$ cat src/sarf_pkg.sv
// shared types, constants and codes for the sensor average report formatter
// no dependencies; used by every module of the block
package sarf_pkg;

   localparam int SAMPLE_BITS = 12;
   localparam int QUEUE_DEPTH = 8;
   localparam int MUL_W       = 14;
   localparam int MAG_W       = 10;

   // register indexes of the configuration port
   localparam int CSR_IDX_W = 3;
   localparam logic [CSR_IDX_W-1:0] CSR_TEMP_ALPHA       = 3'd0;
   localparam logic [CSR_IDX_W-1:0] CSR_VCC_ALPHA        = 3'd1;
   localparam logic [CSR_IDX_W-1:0] CSR_TEMP_READY_COUNT = 3'd2;
   localparam logic [CSR_IDX_W-1:0] CSR_VCC_READY_COUNT  = 3'd3;
   localparam logic [CSR_IDX_W-1:0] CSR_SENSOR_FORMULA   = 3'd4;

   localparam logic [7:0] TEMP_ALPHA_RESET  = 8'd64;
   localparam logic [7:0] VCC_ALPHA_RESET   = 8'd64;
   localparam logic [7:0] READY_COUNT_RESET = 8'd20;
   localparam logic [7:0] COUNT_MAX         = 8'd255;

   localparam logic FORMULA_OLD = 1'b0;
   localparam logic FORMULA_NEW = 1'b1;

   // item kinds
   localparam logic [1:0] MODE_SAMPLE = 2'd0;
   localparam logic [1:0] MODE_BYTE   = 2'd1;
   localparam logic [1:0] MODE_TICK   = 2'd2;
   localparam logic [1:0] MODE_NONE   = 2'd3;

   localparam logic KIND_TEMP = 1'b0;
   localparam logic KIND_VOLT = 1'b1;

   // sensor scaling
   localparam int TEMP_C_OLD_MUL   = 11;
   localparam int TEMP_C_OLD_SHIFT = 6;
   localparam int TEMP_C_OLD_OFS   = 278;
   localparam int TEMP_F_OLD_MUL   = 315;
   localparam int TEMP_F_OLD_SHIFT = 10;
   localparam int TEMP_F_OLD_OFS   = 468;
   localparam int TEMP_C_NEW_MUL   = 8889;
   localparam int TEMP_C_NEW_SHIFT = 10;
   localparam int TEMP_C_NEW_OFS   = 9671;
   localparam int TEMP_C_NEW_DIV   = 5;
   localparam int TEMP_F_NEW_MUL   = 125;
   localparam int TEMP_F_NEW_SHIFT = 8;
   localparam int TEMP_F_NEW_OFS   = 512;
   localparam int TEMP_MAX         = 999;
   localparam int TEMP_MIN         = -99;

   // divide by 82 as multiply by reciprocal, exact below the saturation point
   localparam int VOLT_DIVISOR     = 82;
   localparam int VOLT_MAX         = 99;
   localparam int VOLT_SAT_LIMIT   = VOLT_DIVISOR * (VOLT_MAX + 1);
   localparam int VOLT_RECIP_SHIFT = 20;
   localparam int VOLT_RECIP_MUL   = ((1 << VOLT_RECIP_SHIFT) + VOLT_DIVISOR - 1) / VOLT_DIVISOR;

   localparam int DIV100_MUL   = 41;
   localparam int DIV100_SHIFT = 12;
   localparam int DIV10_MUL    = 103;
   localparam int DIV10_SHIFT  = 10;

   // ascii
   localparam logic [7:0] CHAR_ZERO  = 8'h30;
   localparam logic [7:0] CHAR_MINUS = 8'h2d;
   localparam logic [7:0] CHAR_DOT   = 8'h2e;
   localparam logic [7:0] CHAR_DEG   = 8'h6f;
   localparam logic [7:0] CHAR_C_UP  = 8'h43;
   localparam logic [7:0] CHAR_C_LO  = 8'h63;
   localparam logic [7:0] CHAR_F_UP  = 8'h46;
   localparam logic [7:0] CHAR_F_LO  = 8'h66;
   localparam logic [7:0] CHAR_V_UP  = 8'h56;
   localparam logic [7:0] CHAR_LF    = 8'h0a;
   localparam logic [7:0] CHAR_CR    = 8'h0d;

   typedef struct packed {
      logic [1:0]             mode;
      logic [SAMPLE_BITS-1:0] temp_sample;
      logic [SAMPLE_BITS-1:0] vcc_sample;
      logic [7:0]             rx_byte;
   } req_type;

   typedef struct packed {
      logic [7:0] text_char;
      logic       report_kind;
      logic       last_char;
   } rsp_type;

   // one formatted report waiting for the serialiser
   typedef struct packed {
      logic       kind;
      logic       fahr;
      logic       neg;
      logic [1:0] nd;
      logic [3:0] d_h;
      logic [3:0] d_t;
      logic [3:0] d_o;
   } report_entry_type;

   typedef struct packed {
      logic             valid;
      report_entry_type entry;
   } queue_push_type;

   typedef struct packed {
      logic             valid;
      report_entry_type entry;
   } queue_head_type;

endpackage

$ cat src/sarf_front.sv
// front end: config registers, averages, ready flags and report value pipeline
// depends on sarf_pkg; feeds sarf_queue
module sarf_front #(
   parameter int QueueDepth = sarf_pkg::QUEUE_DEPTH
) (
   input  logic                               clock,
   input  logic                               reset,
   input  logic                               req_valid,
   output logic                               req_ready,
   input  sarf_pkg::req_type                  req_data,
   input  logic                               csr_valid,
   output logic                               csr_ready,
   input  logic [sarf_pkg::CSR_IDX_W-1:0]     csr_index,
   input  logic [7:0]                         csr_wdata,
   input  logic                               pop,
   output sarf_pkg::queue_push_type           push
);
   import sarf_pkg::*;

   localparam int SB     = SAMPLE_BITS;
   localparam int EMA_W  = SB + 10;
   localparam int PROD_W = SB + MUL_W;
   localparam int VAL_W  = PROD_W - 5;
   localparam int OCC_W  = $clog2(QueueDepth + 1);

   // configuration
   logic [7:0] temp_alpha_ff, temp_alpha_in;
   logic [7:0] vcc_alpha_ff, vcc_alpha_in;
   logic [7:0] temp_rc_ff, temp_rc_in;
   logic [7:0] vcc_rc_ff, vcc_rc_in;
   logic       formula_ff, formula_in;

   // state
   logic [SB-1:0] temp_mean_ff, temp_mean_in;
   logic [SB-1:0] vcc_mean_ff, vcc_mean_in;
   logic [7:0]    count_ff, count_in;
   logic          temp_ready_ff, temp_ready_in;
   logic          vcc_ready_ff, vcc_ready_in;
   logic [OCC_W-1:0] occ_ff, occ_in;

   logic accept, is_c, is_f, report_temp, report_volt, report_any, do_sample;
   logic [7:0] count_next;

   logic signed [SB:0]      t_diff, v_diff;
   logic signed [EMA_W-1:0] t_prod, v_prod, t_step, v_step;

   // pipeline
   logic          s1_valid_ff, s1_kind_ff, s1_fahr_ff;
   logic [SB-1:0] s1_mean_ff;
   logic              s2_valid_ff, s2_kind_ff, s2_fahr_ff, s2_sat_ff;
   logic [PROD_W-1:0] s2_prod_ff;
   logic              s3_valid_ff, s3_kind_ff, s3_fahr_ff, s3_neg_ff;
   logic [MAG_W-1:0]  s3_mag_ff;
   logic              s4_valid_ff, s4_kind_ff, s4_fahr_ff, s4_neg_ff;
   logic [1:0]        s4_nd_ff;
   logic [3:0]        s4_hund_ff;
   logic [6:0]        s4_rem_ff;

   logic [MUL_W-1:0]  k_sel;
   logic [PROD_W-1:0] prod;
   logic              sat;

   logic signed [VAL_W-1:0] sh_c_old, sh_10, sh_f_new, c_new_diff, t_raw, t_sat, t_abs;
   logic [PROD_W-1:0]       volt_q;
   logic [MAG_W-1:0]        mag;

   logic [15:0]      hund_prod;
   logic [3:0]       hund;
   logic [MAG_W-1:0] rem_full;
   logic [1:0]       nd;

   logic [13:0] tens_prod;
   logic [3:0]  tens;
   logic [6:0]  ones_full;

   assign csr_ready = 1'b1;
   assign req_ready = occ_ff < OCC_W'(QueueDepth);
   assign accept    = req_valid && req_ready;

   // item decode
   always_comb begin
      is_c        = (req_data.rx_byte == CHAR_C_LO) || (req_data.rx_byte == CHAR_C_UP);
      is_f        = (req_data.rx_byte == CHAR_F_LO) || (req_data.rx_byte == CHAR_F_UP);
      report_temp = 1'b0;
      report_volt = 1'b0;
      do_sample   = 1'b0;
      unique case (req_data.mode)
         MODE_SAMPLE: do_sample   = 1'b1;
         MODE_BYTE:   report_temp = (is_c || is_f) && temp_ready_ff;
         MODE_TICK:   report_volt = vcc_ready_ff;
         MODE_NONE:   do_sample   = 1'b0;
         default:     do_sample   = 1'b0;
      endcase
      report_any = report_temp || report_volt;
   end

   // averages: mean + floor(alpha * (x - mean) / 256)
   always_comb begin
      t_diff = signed'({1'b0, req_data.temp_sample}) - signed'({1'b0, temp_mean_ff});
      v_diff = signed'({1'b0, req_data.vcc_sample}) - signed'({1'b0, vcc_mean_ff});
      t_prod = EMA_W'(t_diff) * EMA_W'(signed'({1'b0, temp_alpha_ff}));
      v_prod = EMA_W'(v_diff) * EMA_W'(signed'({1'b0, vcc_alpha_ff}));
      t_step = t_prod >>> 8;
      v_step = v_prod >>> 8;
   end

   always_comb begin
      temp_mean_in  = temp_mean_ff;
      vcc_mean_in   = vcc_mean_ff;
      count_in      = count_ff;
      temp_ready_in = temp_ready_ff;
      vcc_ready_in  = vcc_ready_ff;
      count_next    = (count_ff == COUNT_MAX) ? COUNT_MAX : count_ff + 8'd1;
      if (accept && do_sample) begin
         temp_mean_in = temp_mean_ff + t_step[SB-1:0];
         vcc_mean_in  = vcc_mean_ff + v_step[SB-1:0];
         // counter and flags freeze once both are set
         if (!temp_ready_ff || !vcc_ready_ff) begin
            count_in      = count_next;
            temp_ready_in = count_next >= temp_rc_ff;
            vcc_ready_in  = count_next >= vcc_rc_ff;
         end
      end
   end

   always_comb begin
      temp_alpha_in = temp_alpha_ff;
      vcc_alpha_in  = vcc_alpha_ff;
      temp_rc_in    = temp_rc_ff;
      vcc_rc_in     = vcc_rc_ff;
      formula_in    = formula_ff;
      if (csr_valid) begin
         unique case (csr_index)
            CSR_TEMP_ALPHA:       temp_alpha_in = csr_wdata;
            CSR_VCC_ALPHA:        vcc_alpha_in  = csr_wdata;
            CSR_TEMP_READY_COUNT: temp_rc_in    = csr_wdata;
            CSR_VCC_READY_COUNT:  vcc_rc_in     = csr_wdata;
            CSR_SENSOR_FORMULA:   formula_in    = csr_wdata[0];
            default:              formula_in    = formula_ff;
         endcase
      end
   end

   // reports in the pipeline or queue; freed when the serialiser drops an entry
   always_comb begin
      occ_in = occ_ff;
      if (accept && report_any && !pop) begin
         occ_in = occ_ff + OCC_W'(1);
      end else if (!(accept && report_any) && pop) begin
         occ_in = occ_ff - OCC_W'(1);
      end
   end

   // stage 2: scale by the sensor or reciprocal constant
   always_comb begin
      if (s1_kind_ff == KIND_VOLT) begin
         k_sel = MUL_W'(VOLT_RECIP_MUL);
      end else begin
         case ({formula_ff, s1_fahr_ff})
            {FORMULA_OLD, 1'b0}: k_sel = MUL_W'(TEMP_C_OLD_MUL);
            {FORMULA_OLD, 1'b1}: k_sel = MUL_W'(TEMP_F_OLD_MUL);
            {FORMULA_NEW, 1'b0}: k_sel = MUL_W'(TEMP_C_NEW_MUL);
            default:             k_sel = MUL_W'(TEMP_F_NEW_MUL);
         endcase
      end
      prod = {{MUL_W{1'b0}}, s1_mean_ff} * {{SB{1'b0}}, k_sel};
      sat  = {{(32 - SB){1'b0}}, s1_mean_ff} >= 32'(VOLT_SAT_LIMIT);
   end

   // stage 3: offset, saturate, split sign and magnitude
   always_comb begin
      sh_c_old   = signed'(VAL_W'(s2_prod_ff >> TEMP_C_OLD_SHIFT));
      sh_10      = signed'(VAL_W'(s2_prod_ff >> TEMP_F_OLD_SHIFT));
      sh_f_new   = signed'(VAL_W'(s2_prod_ff >> TEMP_F_NEW_SHIFT));
      c_new_diff = signed'(VAL_W'(s2_prod_ff >> TEMP_C_NEW_SHIFT)) - VAL_W'(TEMP_C_NEW_OFS);
      case ({formula_ff, s2_fahr_ff})
         {FORMULA_OLD, 1'b0}: t_raw = sh_c_old - VAL_W'(TEMP_C_OLD_OFS);
         {FORMULA_OLD, 1'b1}: t_raw = sh_10 - VAL_W'(TEMP_F_OLD_OFS);
         {FORMULA_NEW, 1'b0}: t_raw = c_new_diff >>> TEMP_C_NEW_DIV;
         default:             t_raw = sh_f_new - VAL_W'(TEMP_F_NEW_OFS);
      endcase
      if (t_raw > VAL_W'(TEMP_MAX)) begin
         t_sat = VAL_W'(TEMP_MAX);
      end else if (t_raw < VAL_W'(TEMP_MIN)) begin
         t_sat = VAL_W'(TEMP_MIN);
      end else begin
         t_sat = t_raw;
      end
      t_abs  = t_sat[VAL_W-1] ? -t_sat : t_sat;
      volt_q = s2_prod_ff >> VOLT_RECIP_SHIFT;
      if (s2_kind_ff == KIND_VOLT) begin
         mag = s2_sat_ff ? MAG_W'(VOLT_MAX) : volt_q[MAG_W-1:0];
      end else begin
         mag = t_abs[MAG_W-1:0];
      end
   end

   // stage 4: hundreds digit and digit count
   always_comb begin
      hund_prod = 16'(s3_mag_ff) * 16'(DIV100_MUL);
      hund      = hund_prod[DIV100_SHIFT +: 4];
      rem_full  = s3_mag_ff - MAG_W'(hund) * MAG_W'(100);
      if (s3_kind_ff == KIND_VOLT || (s3_mag_ff > MAG_W'(9) && s3_mag_ff <= MAG_W'(99))) begin
         nd = 2'd2;
      end else if (s3_mag_ff > MAG_W'(99)) begin
         nd = 2'd3;
      end else begin
         nd = 2'd1;
      end
   end

   // tens and ones on the way into the queue
   always_comb begin
      tens_prod       = 14'(s4_rem_ff) * 14'(DIV10_MUL);
      tens            = tens_prod[DIV10_SHIFT +: 4];
      ones_full       = s4_rem_ff - 7'(tens) * 7'(10);
      push.valid      = s4_valid_ff;
      push.entry.kind = s4_kind_ff;
      push.entry.fahr = s4_fahr_ff;
      push.entry.neg  = s4_neg_ff;
      push.entry.nd   = s4_nd_ff;
      push.entry.d_h  = s4_hund_ff;
      push.entry.d_t  = tens;
      push.entry.d_o  = ones_full[3:0];
   end

   always_ff @(posedge clock) begin
      if (reset) begin
         temp_alpha_ff <= TEMP_ALPHA_RESET;
         vcc_alpha_ff  <= VCC_ALPHA_RESET;
         temp_rc_ff    <= READY_COUNT_RESET;
         vcc_rc_ff     <= READY_COUNT_RESET;
         formula_ff    <= FORMULA_OLD;
         temp_mean_ff  <= '0;
         vcc_mean_ff   <= '0;
         count_ff      <= '0;
         temp_ready_ff <= 1'b0;
         vcc_ready_ff  <= 1'b0;
         occ_ff        <= '0;
         s1_valid_ff   <= 1'b0;
         s2_valid_ff   <= 1'b0;
         s3_valid_ff   <= 1'b0;
         s4_valid_ff   <= 1'b0;
      end else begin
         temp_alpha_ff <= temp_alpha_in;
         vcc_alpha_ff  <= vcc_alpha_in;
         temp_rc_ff    <= temp_rc_in;
         vcc_rc_ff     <= vcc_rc_in;
         formula_ff    <= formula_in;
         temp_mean_ff  <= temp_mean_in;
         vcc_mean_ff   <= vcc_mean_in;
         count_ff      <= count_in;
         temp_ready_ff <= temp_ready_in;
         vcc_ready_ff  <= vcc_ready_in;
         occ_ff        <= occ_in;
         s1_valid_ff   <= accept && report_any;
         s2_valid_ff   <= s1_valid_ff;
         s3_valid_ff   <= s2_valid_ff;
         s4_valid_ff   <= s3_valid_ff;
      end
   end

   // payload stages, snapshot of the mean taken with the request
   always_ff @(posedge clock) begin
      s1_kind_ff <= report_volt ? KIND_VOLT : KIND_TEMP;
      s1_fahr_ff <= is_f;
      s1_mean_ff <= report_volt ? vcc_mean_ff : temp_mean_ff;
      s2_kind_ff <= s1_kind_ff;
      s2_fahr_ff <= s1_fahr_ff;
      s2_sat_ff  <= sat;
      s2_prod_ff <= prod;
      s3_kind_ff <= s2_kind_ff;
      s3_fahr_ff <= s2_fahr_ff;
      s3_neg_ff  <= (s2_kind_ff == KIND_TEMP) && t_sat[VAL_W-1];
      s3_mag_ff  <= mag;
      s4_kind_ff <= s3_kind_ff;
      s4_fahr_ff <= s3_fahr_ff;
      s4_neg_ff  <= s3_neg_ff;
      s4_nd_ff   <= nd;
      s4_hund_ff <= hund;
      s4_rem_ff  <= rem_full[6:0];
   end

endmodule

$ cat src/sarf_queue.sv
// report queue between the value pipeline and the character serialiser
// depends on sarf_pkg; written by sarf_front, read by sarf_back
module sarf_queue #(
   parameter int QueueDepth = sarf_pkg::QUEUE_DEPTH
) (
   input  logic                     clock,
   input  logic                     reset,
   input  sarf_pkg::queue_push_type push,
   input  logic                     pop,
   output sarf_pkg::queue_head_type head
);
   import sarf_pkg::*;

   localparam int PTR_W   = $clog2(QueueDepth);
   localparam int COUNT_W = $clog2(QueueDepth + 1);

   report_entry_type entries_ff [QueueDepth];
   logic [PTR_W-1:0]   wr_ptr_ff, wr_ptr_in, rd_ptr_ff, rd_ptr_in;
   logic [COUNT_W-1:0] count_ff, count_in;

   always_comb begin
      wr_ptr_in = wr_ptr_ff;
      rd_ptr_in = rd_ptr_ff;
      count_in  = count_ff;
      if (push.valid) begin
         wr_ptr_in = (wr_ptr_ff == PTR_W'(QueueDepth - 1)) ? '0 : wr_ptr_ff + PTR_W'(1);
      end
      if (pop) begin
         rd_ptr_in = (rd_ptr_ff == PTR_W'(QueueDepth - 1)) ? '0 : rd_ptr_ff + PTR_W'(1);
      end
      if (push.valid && !pop) begin
         count_in = count_ff + COUNT_W'(1);
      end else if (!push.valid && pop) begin
         count_in = count_ff - COUNT_W'(1);
      end
      head.valid = count_ff != '0;
      head.entry = entries_ff[rd_ptr_ff];
   end

   always_ff @(posedge clock) begin
      if (reset) begin
         wr_ptr_ff <= '0;
         rd_ptr_ff <= '0;
         count_ff  <= '0;
      end else begin
         wr_ptr_ff <= wr_ptr_in;
         rd_ptr_ff <= rd_ptr_in;
         count_ff  <= count_in;
      end
   end

   always_ff @(posedge clock) begin
      if (push.valid) begin
         entries_ff[wr_ptr_ff] <= push.entry;
      end
   end

endmodule

$ cat src/sarf_back.sv
// back end: turns queued reports into ascii words, one per cycle unless stalled
// depends on sarf_pkg; reads sarf_queue and drives the result channel
module sarf_back (
   input  logic                     clock,
   input  logic                     reset,
   input  sarf_pkg::queue_head_type head,
   output logic                     pop,
   output logic                     rsp_valid,
   input  logic                     rsp_ready,
   output sarf_pkg::rsp_type        rsp_data
);
   import sarf_pkg::*;

   logic [2:0] pos_ff, pos_in;
   logic       rsp_valid_ff, rsp_valid_in;
   rsp_type    rsp_data_ff, rsp_data_in;
   logic       load, is_last;
   logic [7:0] ch;

   function automatic logic [7:0] char_at(report_entry_type e, logic [2:0] pos);
      logic [2:0] nd3, idx, di, k;
      logic [3:0] dig;
      logic [7:0] c;
      nd3 = {1'b0, e.nd};
      idx = pos - {2'b00, e.neg};
      di  = idx + 3'd3 - nd3;
      k   = idx - nd3;
      case (di)
         3'd0:    dig = e.d_h;
         3'd1:    dig = e.d_t;
         default: dig = e.d_o;
      endcase
      if (e.kind == KIND_VOLT) begin
         case (pos)
            3'd0:    c = CHAR_ZERO + {4'b0000, e.d_t};
            3'd1:    c = CHAR_DOT;
            3'd2:    c = CHAR_ZERO + {4'b0000, e.d_o};
            3'd3:    c = CHAR_V_UP;
            3'd4:    c = CHAR_LF;
            default: c = CHAR_CR;
         endcase
      end else if (e.neg && pos == 3'd0) begin
         c = CHAR_MINUS;
      end else if (idx < nd3) begin
         c = CHAR_ZERO + {4'b0000, dig};
      end else begin
         case (k)
            3'd0:    c = CHAR_DEG;
            3'd1:    c = e.fahr ? CHAR_F_UP : CHAR_C_UP;
            3'd2:    c = CHAR_LF;
            default: c = CHAR_CR;
         endcase
      end
      return c;
   endfunction

   function automatic logic [2:0] last_pos(report_entry_type e);
      logic [2:0] lp;
      // voltage text is always six words; temperature is sign, digits and four more
      if (e.kind == KIND_VOLT) begin
         lp = 3'd5;
      end else begin
         lp = {2'b00, e.neg} + {1'b0, e.nd} + 3'd3;
      end
      return lp;
   endfunction

   assign load    = head.valid && (!rsp_valid_ff || rsp_ready);
   assign ch      = char_at(head.entry, pos_ff);
   assign is_last = pos_ff == last_pos(head.entry);

   always_comb begin
      pos_in       = pos_ff;
      rsp_valid_in = rsp_valid_ff;
      rsp_data_in  = rsp_data_ff;
      pop          = 1'b0;
      if (rsp_ready) begin
         rsp_valid_in = 1'b0;
      end
      if (load) begin
         rsp_valid_in            = 1'b1;
         rsp_data_in.text_char   = ch;
         rsp_data_in.report_kind = head.entry.kind;
         rsp_data_in.last_char   = is_last;
         if (is_last) begin
            pos_in = '0;
            pop    = 1'b1;
         end else begin
            pos_in = pos_ff + 3'd1;
         end
      end
   end

   always_ff @(posedge clock) begin
      if (reset) begin
         pos_ff       <= '0;
         rsp_valid_ff <= 1'b0;
      end else begin
         pos_ff       <= pos_in;
         rsp_valid_ff <= rsp_valid_in;
      end
   end

   always_ff @(posedge clock) begin
      rsp_data_ff <= rsp_data_in;
   end

   assign rsp_valid = rsp_valid_ff;
   assign rsp_data  = rsp_data_ff;

endmodule

$ cat src/sensor_average_report_formatter.sv
// any word is taken while fewer than QueueDepth reports are pending, and every word
// waits while that many are. a taken report passes stages s1 to s4 and the queue
// before its first text word is registered, then one word per cycle while rsp_ready
// holds: 5 to 7 words per report, so the character serialiser sets the sustained rate.
// synchronous reset: registers to defaults, averages, counter and flags to zero,
// queue empty; words are taken in the first cycle after reset falls
module sensor_average_report_formatter #(
   parameter int QueueDepth = sarf_pkg::QUEUE_DEPTH
) (
   input  logic                           clock,
   input  logic                           reset,
   input  logic                           req_valid,
   output logic                           req_ready,
   input  sarf_pkg::req_type              req_data,
   output logic                           rsp_valid,
   input  logic                           rsp_ready,
   output sarf_pkg::rsp_type              rsp_data,
   input  logic                           csr_valid,
   output logic                           csr_ready,
   input  logic [sarf_pkg::CSR_IDX_W-1:0] csr_index,
   input  logic [7:0]                     csr_wdata
);
   import sarf_pkg::*;

   queue_push_type push;
   queue_head_type head;
   logic           pop;

   sarf_front #(
      .QueueDepth(QueueDepth)
   ) u_front (
      .clock     (clock),
      .reset     (reset),
      .req_valid (req_valid),
      .req_ready (req_ready),
      .req_data  (req_data),
      .csr_valid (csr_valid),
      .csr_ready (csr_ready),
      .csr_index (csr_index),
      .csr_wdata (csr_wdata),
      .pop       (pop),
      .push      (push)
   );

   sarf_queue #(
      .QueueDepth(QueueDepth)
   ) u_queue (
      .clock (clock),
      .reset (reset),
      .push  (push),
      .pop   (pop),
      .head  (head)
   );

   sarf_back u_back (
      .clock     (clock),
      .reset     (reset),
      .head      (head),
      .pop       (pop),
      .rsp_valid (rsp_valid),
      .rsp_ready (rsp_ready),
      .rsp_data  (rsp_data)
   );

endmodule

$ cat config.mk
export PLATFORM = sky130hd
export DESIGN_NAME = sensor_average_report_formatter
export DESIGN_NICKNAME = d
export VERILOG_FILES = /design/src/sarf_pkg.sv /design/src/sarf_front.sv /design/src/sarf_queue.sv /design/src/sarf_back.sv /design/src/sensor_average_report_formatter.sv
export SDC_FILE = /design/constraint.sdc
export NUM_CORES = 2
export LEC_CHECK = 0
export ABC_AREA = 1
export BUFFER_PORTS_ARGS = -buffer_cell sky130_fd_sc_hd__buf_2
export CAP_MARGIN = 20
export CORE_MARGIN = 1
export CORE_UTILIZATION = 30
export CTS_BUF_LIST = sky130_fd_sc_hd__clkbuf_4
export CTS_CLUSTER_DIAMETER = 80
export DETAILED_ROUTE_END_ITERATION = 10
export GPL_TIMING_DRIVEN = 0
export PLACE_DENSITY_LB_ADDON = 0.08
export SLEW_MARGIN = 20
export SYNTH_ARGS = -nofsm -noshare
export SYNTH_HDL_FRONTEND = slang
export SYNTH_HIERARCHICAL = 1
export SYNTH_SLANG_ARGS = --single-unit
$ cat constraint.sdc
create_clock -name clock -period 9.9 [get_ports clock]
set_clock_uncertainty 0.15 [all_clocks]
set_input_delay 0.99 -clock clock [delete_from_list [all_inputs] [get_ports clock]]
set_output_delay 0.99 -clock clock [all_outputs]
set_load 0.01 [all_outputs]
* Yosys cells after proc, flatten, opt, wreduce, memory -nomap -nowiden *
Memory sizes are Yosys's and may differ from the RTL's. A register that Yosys moved wholly into a read port is not among the register bits.
Cells that the tools add are included.

storage, ports and cells
  bits in registers = 170
  memory bits (writable) = 136
  bits of input ports = 50
  output and inout port bits = 13
  logic and storage cells = 190
  memories kept = 1

memories
  name                depth  bits a word  read ports  clocked after memory_dff  write ports  RTL line          text
  u_queue.entries_ff  8      17           1           1                         1            sarf_queue.sv:17  report_entry_type entries_ff [QueueDepth];

cells by class
  $add $sub $neg = 28
  multipliers = 7
  $lt $le $gt $ge = 9
  eq/ne operators = 25
  multiplexer cells = 37
  bitwise gates (word level) = 1
  reduce and logical (&&, ||, !) cells = 42

operators by type and width
  kind                                                                                count
  21-bit case mux with 3 select lines                                                 1
  21-bit two-way mux                                                                  2
  14-bit case mux with 3 select lines                                                 1
  13-bit by 9-bit multiplier with 20-bit output                                       2
  8-bit case mux with 5 select lines                                                  1
  8-bit by 7-bit equality test with 1-bit output (second input constant)              4
  8-bit two-way mux                                                                   4
  12-bit by 14-bit multiplier with 26-bit output                                      1
  12-bit by 12-bit subtractor with 13-bit output                                      2
  12-bit adder                                                                        2
  8-bit case mux with 3 select lines                                                  1
  6-bit by 4-bit adder with 7-bit output (first input constant)                       3
  21-bit by 11-bit greater-than comparator with 1-bit output (second input constant)  1
  21-bit by 8-bit less-than comparator with 1-bit output (second input constant)      1
  3-bit two-way mux                                                                   7
  20-bit by 9-bit subtractor with 21-bit output (second input constant)               1
  18-bit by 10-bit subtractor with 19-bit output (second input constant)              1
  16-bit by 14-bit subtractor with 17-bit output (second input constant)              1
  16-bit by 9-bit subtractor with 17-bit output (second input constant)               1
  8-bit >= comparator                                                                 2
  10-bit by 6-bit multiplier with 16-bit output (second input constant)               1
  4-bit two-way mux                                                                   4
  3-bit by 2-bit equality test with 1-bit output (second input constant)              5
  7-bit by 7-bit multiplier with 14-bit output (second input constant)                1
  40 further kinds                                                                    99

* Longest topological paths before layout *
  word-level depth = 11
  gate-level depth with buffers = 47
  gate-level depth less buffers = 47

* Cells and area by module *
The synthesis kept the hierarchy.

modules (own cells, without submodules)
  module      times used  cells an instance  area each (sq um)  seq. area each (sq um)
  sarf_front  1           2893               21959.8            2802.7
  sarf_queue  1           543                6082.1             4344.2
  sarf_back   1           177                1280.0             350.3

* Least setup slack after synthesis *
Ideal clock, no wire load.

  path kind = input port to flip-flop
  from = in req_data[10] (netlist name)
  to = reg u_front.vcc_mean_ff[11]
  library setup time = 115 ps
  arrival = 7742 ps
  data required time = 9635 ps
  slack = 1892 ps
  stages = 43
  buffers on the path = 0
  path through = ha_1 nand2_1 nor2_1 nor2_1 inv_1 nand2_1 nand2_1 a21oi_1 or2_2 nand2_1 nand2_1 nand2_1 nand2_1 o21ai_0 xor2_1 nand2_1 fa_1 inv_1 (+7 left out) o21ai_0 a21oi_1 o21ai_0 xor2_1 ha_1 a21oi_1 inv_1 a31oi_1 o21ai_0 a21boi_0 o21ai_0 a21oi_1 xnor2_1 inv_1 nand2_1 nand4_1 nand2_1 nor2_1

on the way
  longest elaborated chain between the ends = 3

ends and longest elaborated chain
  what                                            RTL line                               text
  from (decl)                                     sensor_average_report_formatter.sv:14  input sarf_pkg::req_type req_data,
  12-bit by 12-bit subtractor with 13-bit output  sarf_front.sv:100                      v_diff = signed'({1'b0, req_data.vcc_sample}) - signed'({1'b0, vcc_mean_ff});
  13-bit by 9-bit multiplier with 20-bit output   sarf_front.sv:102                      v_prod = EMA_W'(v_diff) * EMA_W'(signed'({1'b0, vcc_alpha_ff}));
  12-bit adder                                    sarf_front.sv:116                      vcc_mean_in = vcc_mean_ff + v_step[SB-1:0];
  to (signal assigned)                            sarf_front.sv:251                      vcc_mean_ff <= vcc_mean_in;
  to (decl)                                       sarf_front.sv:35                       logic [SB-1:0] vcc_mean_ff, vcc_mean_in;

No other way between the ends.
A chain may end at the register's enable or synchronous reset.

* Final worst setup path *
  from = reg u_front.vcc_mean_ff[1]
  to = reg u_front.vcc_mean_ff[11]

on the way
  longest elaborated chain between the ends = 3

ends and longest elaborated chain
  what                                            RTL line
  12-bit by 12-bit subtractor with 13-bit output  sarf_front.sv:100
  13-bit by 9-bit multiplier with 20-bit output   sarf_front.sv:102
  12-bit adder (*)                                sarf_front.sv:116

Mark *: on every way between the ends. The rest lies on a longest branch, timed or not.

==> flow_summary.yaml <==
logic_synthesis:
  synth_top_flop_cell: "dfxtp_1"
  yosysMostFrequentCell: "inv_1"
  yosysWarnings: 6
  ys_async_sr_fraction_pct: 0
  synth_edf_count: 145
  postSynthAreaPerCell_um2: 8.12
  ys_top_cells_by_area: "fa_1 19%, edfxtp_1 15%, ha_1 13%"
  synth_nets: 4251
  ys_ff_latch: 302
  synthDistinctLibCells: 64
  syn-cell-area_um2: 29300
  synth.largest_area_cell: "fa_1"
  synth_top_area_share_pct: 18.6
  ys_seq_area_share_pct: 25.6
  syn_inst: 3613
  synthTopCellsByCount: "693 x inv_1, 594 x nand2_1, 475 x nor2_1"
timing:
  finalHoldViolations: 0
  drv_slew: 0
  setup_violations: 0
  layout_min_cycle_time_ps: 8810
  setup_tns_ps: 0
  worst_pin_slew_ps: 785
  slew_headroom_pct: 47.7
  rsz0062_at_grt: "false"
  post-route-period-util_pct: 89.0
  fmax_ghz: 0.114
clock_network:
  cts_setup_buffers: 0
  post_cts_resized: 0
  clkLatencyLatePin_ps: 880
  cts_tree: "done"
  cts_root_buffer: "clkbuf_4"
  hold_buffers: 0
  cts_inserted_buffers: 94
  cts.sinks: 302
  cts.path.max_buffers: 3
  clkTransAtPathRegs_ps: 70
  htreeDepth: 3
critical_path:
  crit_buf_inv: 7
  crit_path_top_delay_cell: "xor2_1"
  start_kind: "flip-flop"
  cp.depth: 44
  endpoint_kind: "flip-flop"
  timing.critical_path.required_ps: 10450
  crit_end: "u_front/vcc_mean_ff[11]"
  regToRegSetupSlack_ps: 1090
  path_common_cell: "nand2_1"
  startpoint: "u_front/vcc_mean_ff[1]"
  critical_path_class: "flip-flop to flip-flop"
  critPathMaxStageDelay_ps: 620
  path_delay_family: "adder cells"
  path_max_fanout: 7
  r2r_start: "u_front/vcc_mean_ff[1]"
  arrival_ps: 9360
  rr_worst_depth: 44
  r2r-end: "u_front/vcc_mean_ff[11]"
floorplanning:
  fp.dieArea_um2: 99000
  die_w_um: 315
  ios: 63
  start_util_pct: 30.3
  fp-row-count: 114
  coreArea_um2: 96700
  die_h_um: 315
cells_and_area:
  seqCellArea_um2: 7500
  drive_gt1_share_pct: 9.92
  layout.cells.non_filler: 5128
  nFillCells: 10600
  multi_input_area_um2: 18600
  num-nets-final: 4412
  syn2layout_area_growth_pct: 11.1
route:
  drc: 0
  drtIter0Drc: 1114
  wl_per_cell_um: 16.1
  avgViaCountPerCell: 4.47
  top_layer_used: "met4"
  finalWirelength_um: 82700
  final_antenna_net_count: 0
  dr.pass1.iters: 5
  dr_total_vias: 22900
  dr_wl_met3_um: 2300
  met1_length_um: 39100
  wl_met2_um: 39300
power:
  power_frac_comb_pct: 55.3
  clock_power_share_pct: 16.2
  p_leak_nw: 16.5
  p_sw_w: 0.00353
  swShare_pct: 45.1
  p_per_area_nw_per_um2: 241
  ir_drop_mv: 0.330
  p_seq_share_pct: 28.5
  internal_power_w: 0.00431
place:
  gp_congestion: 0.836
  dp_hpwl_um: 67200
  numPortBuffers: 59
  dp.cells: 4954
grt:
  grt_first_pass_wirelength_um: 132000
  grt_pass1_vias: 23800
  antenna_found_initial: 1
  grt_use_total_pct: 17.2
  grt_max_degree: 18
  overflow: 0
worst_hold_path:
  hp-class: "flip-flop to flip-flop"
status:
  status: "complete, no violations"
flow_run:
  cap_violations: 0
-- state kept, by name (all words and copies together), names as in the netlist, 2 cells and up, named ones only --
signal and cells:
u_queue/count_ff 4, u_front/temp_mean_ff 12, u_front/s2_prod_ff 20, u_front/occ_ff 4
u_front/s4_rem_ff 7, u_front/s4_nd_ff 2, u_front/vcc_mean_ff 12, u_queue/rd_ptr_ff 3
u_back/pos_ff 3, u_front/count_ff 8, u_front/vcc_rc_ff 8, u_front/s3_mag_ff 10
u_front/temp_rc_ff 8, u_front/s1_mean_ff 12, u_back/rsp_data 9, u_front/temp_alpha_ff 8
u_front/s4_hund_ff 4, u_queue/entries_ff 136, u_queue/wr_ptr_ff 3, u_front/vcc_alpha_ff 8
-- how the worst min path moves through the flow --
| stage | start | to | slack, ps | cells after the start |
|---|---|---|---|---|
| 3_5_place_dp | u_front/s2_fahr_ff | u_front/s3_fahr_ff | 200 | 0 |
| 2_1_floorplan | u_front/s3_fahr_ff | u_front/s4_fahr_ff | 160 | 0 |
| 3_3_place_gp | u_front/s2_fahr_ff | u_front/s3_fahr_ff | 200 | 0 |
| 4_1_cts | rsp_ready | u_back/rsp_valid | 150 | 4 |
| 5_1_grt | u_front/s3_neg_ff | u_front/s4_neg_ff | 200 | 0 |
| 6_report | u_front/s3_neg_ff | u_front/s4_neg_ff | 190 | 0 |
-- routing by layer --
layer	up-vias	global-route usage, %
li1	11800	-
met1	10700	22.7
met2	338	29.3
met3	106	2.15
met4	0	4.98
met5	-	0
-- cells by family (layout without fill, tap and decap cells) --
kind of cell / Yosys count / count (layout) / share of synthesized area, %
and+or+nand+nor: 1327 / 1327 / 19.0
buffers and inverters: 812 / 1049 / 11.0
adders and majority gates: 588 / 588 / 32.1
AOI/OAI and AO/OA: 468 / 468 / 8.92
DFF: 302 / 302 / 25.6
xor gates and xnor gates: 114 / 114 / 3.41
other: 2 / 4 / 0.0256
-- power by group through the flow --
stage	clock network, W	registers [W]	logic [W]
2_1_floorplan	0	0.00220	0.00322
3_3_place_gp	0	0.00227	0.00446
3_5_place_dp	0	0.00227	0.00443
4_1_cts	0.00134	0.00224	0.00448
5_1_grt	0.00140	0.00225	0.00514
6_report	0.00127	0.00223	0.00434
-- cell type report --
class	instances	area share, %
plain buffers	85	1.48
clock inverters	27	0.442
repair buffers	65	1.13
inverters	727	8.41
multi-input cells	2499	57.3
flip-flops and latches	302	23.0
well taps	1276	4.90
clock buffers	145	3.34
diodes	2	0.0154
-- metrics by stage --
step	power [W]	util [%]	setup WS [ps]	cell area [um2]	hold slack, ps
after floorplan	0.00542	-	1890	29300	160
after global placement	0.00673	32.3	501	31200	199
after detailed placement	0.00670	32.4	406	31300	200
after CTS	0.00805	33.7	905	32600	152
after global routing	0.00880	33.7	273	32600	204
final	0.00784	33.7	1090	32600	185
-- worst register-to-register path, delay by kind of cell (launching register included) --
kind / cells / cell delay, ps
AOI/OAI and AO/OA: 11 / 2140
xor gates and xnor gates: 3 / 1110
adders and majority gates: 7 / 2960
buffers and inverters: 7 / 460
DFF: 1 / 500
and+or+nand+nor: 16 / 1370
-- placed cells by master, fill, tap and decap left out, drive strengths merged, types with 3 or more instances in the layout --
cell type,n
a31o,4
a21o,10
nand2,617
o21bai,5
o211ai,14
a21boi,11
o21a,11
xor2,72
o21ai,209
nor2,496
nor3,19
a211oi,6
xnor2,42
o2111ai,3
clkinv,32
nand3,140
fa,273
nand4,26
nor4,4
or2,19
a21oi,170
edfxtp,145
a31oi,15
clkbuf,181
ha,315
dfxtp,157
buf,114
inv,722
o22ai,3
(Power assumes the default switching activity.)
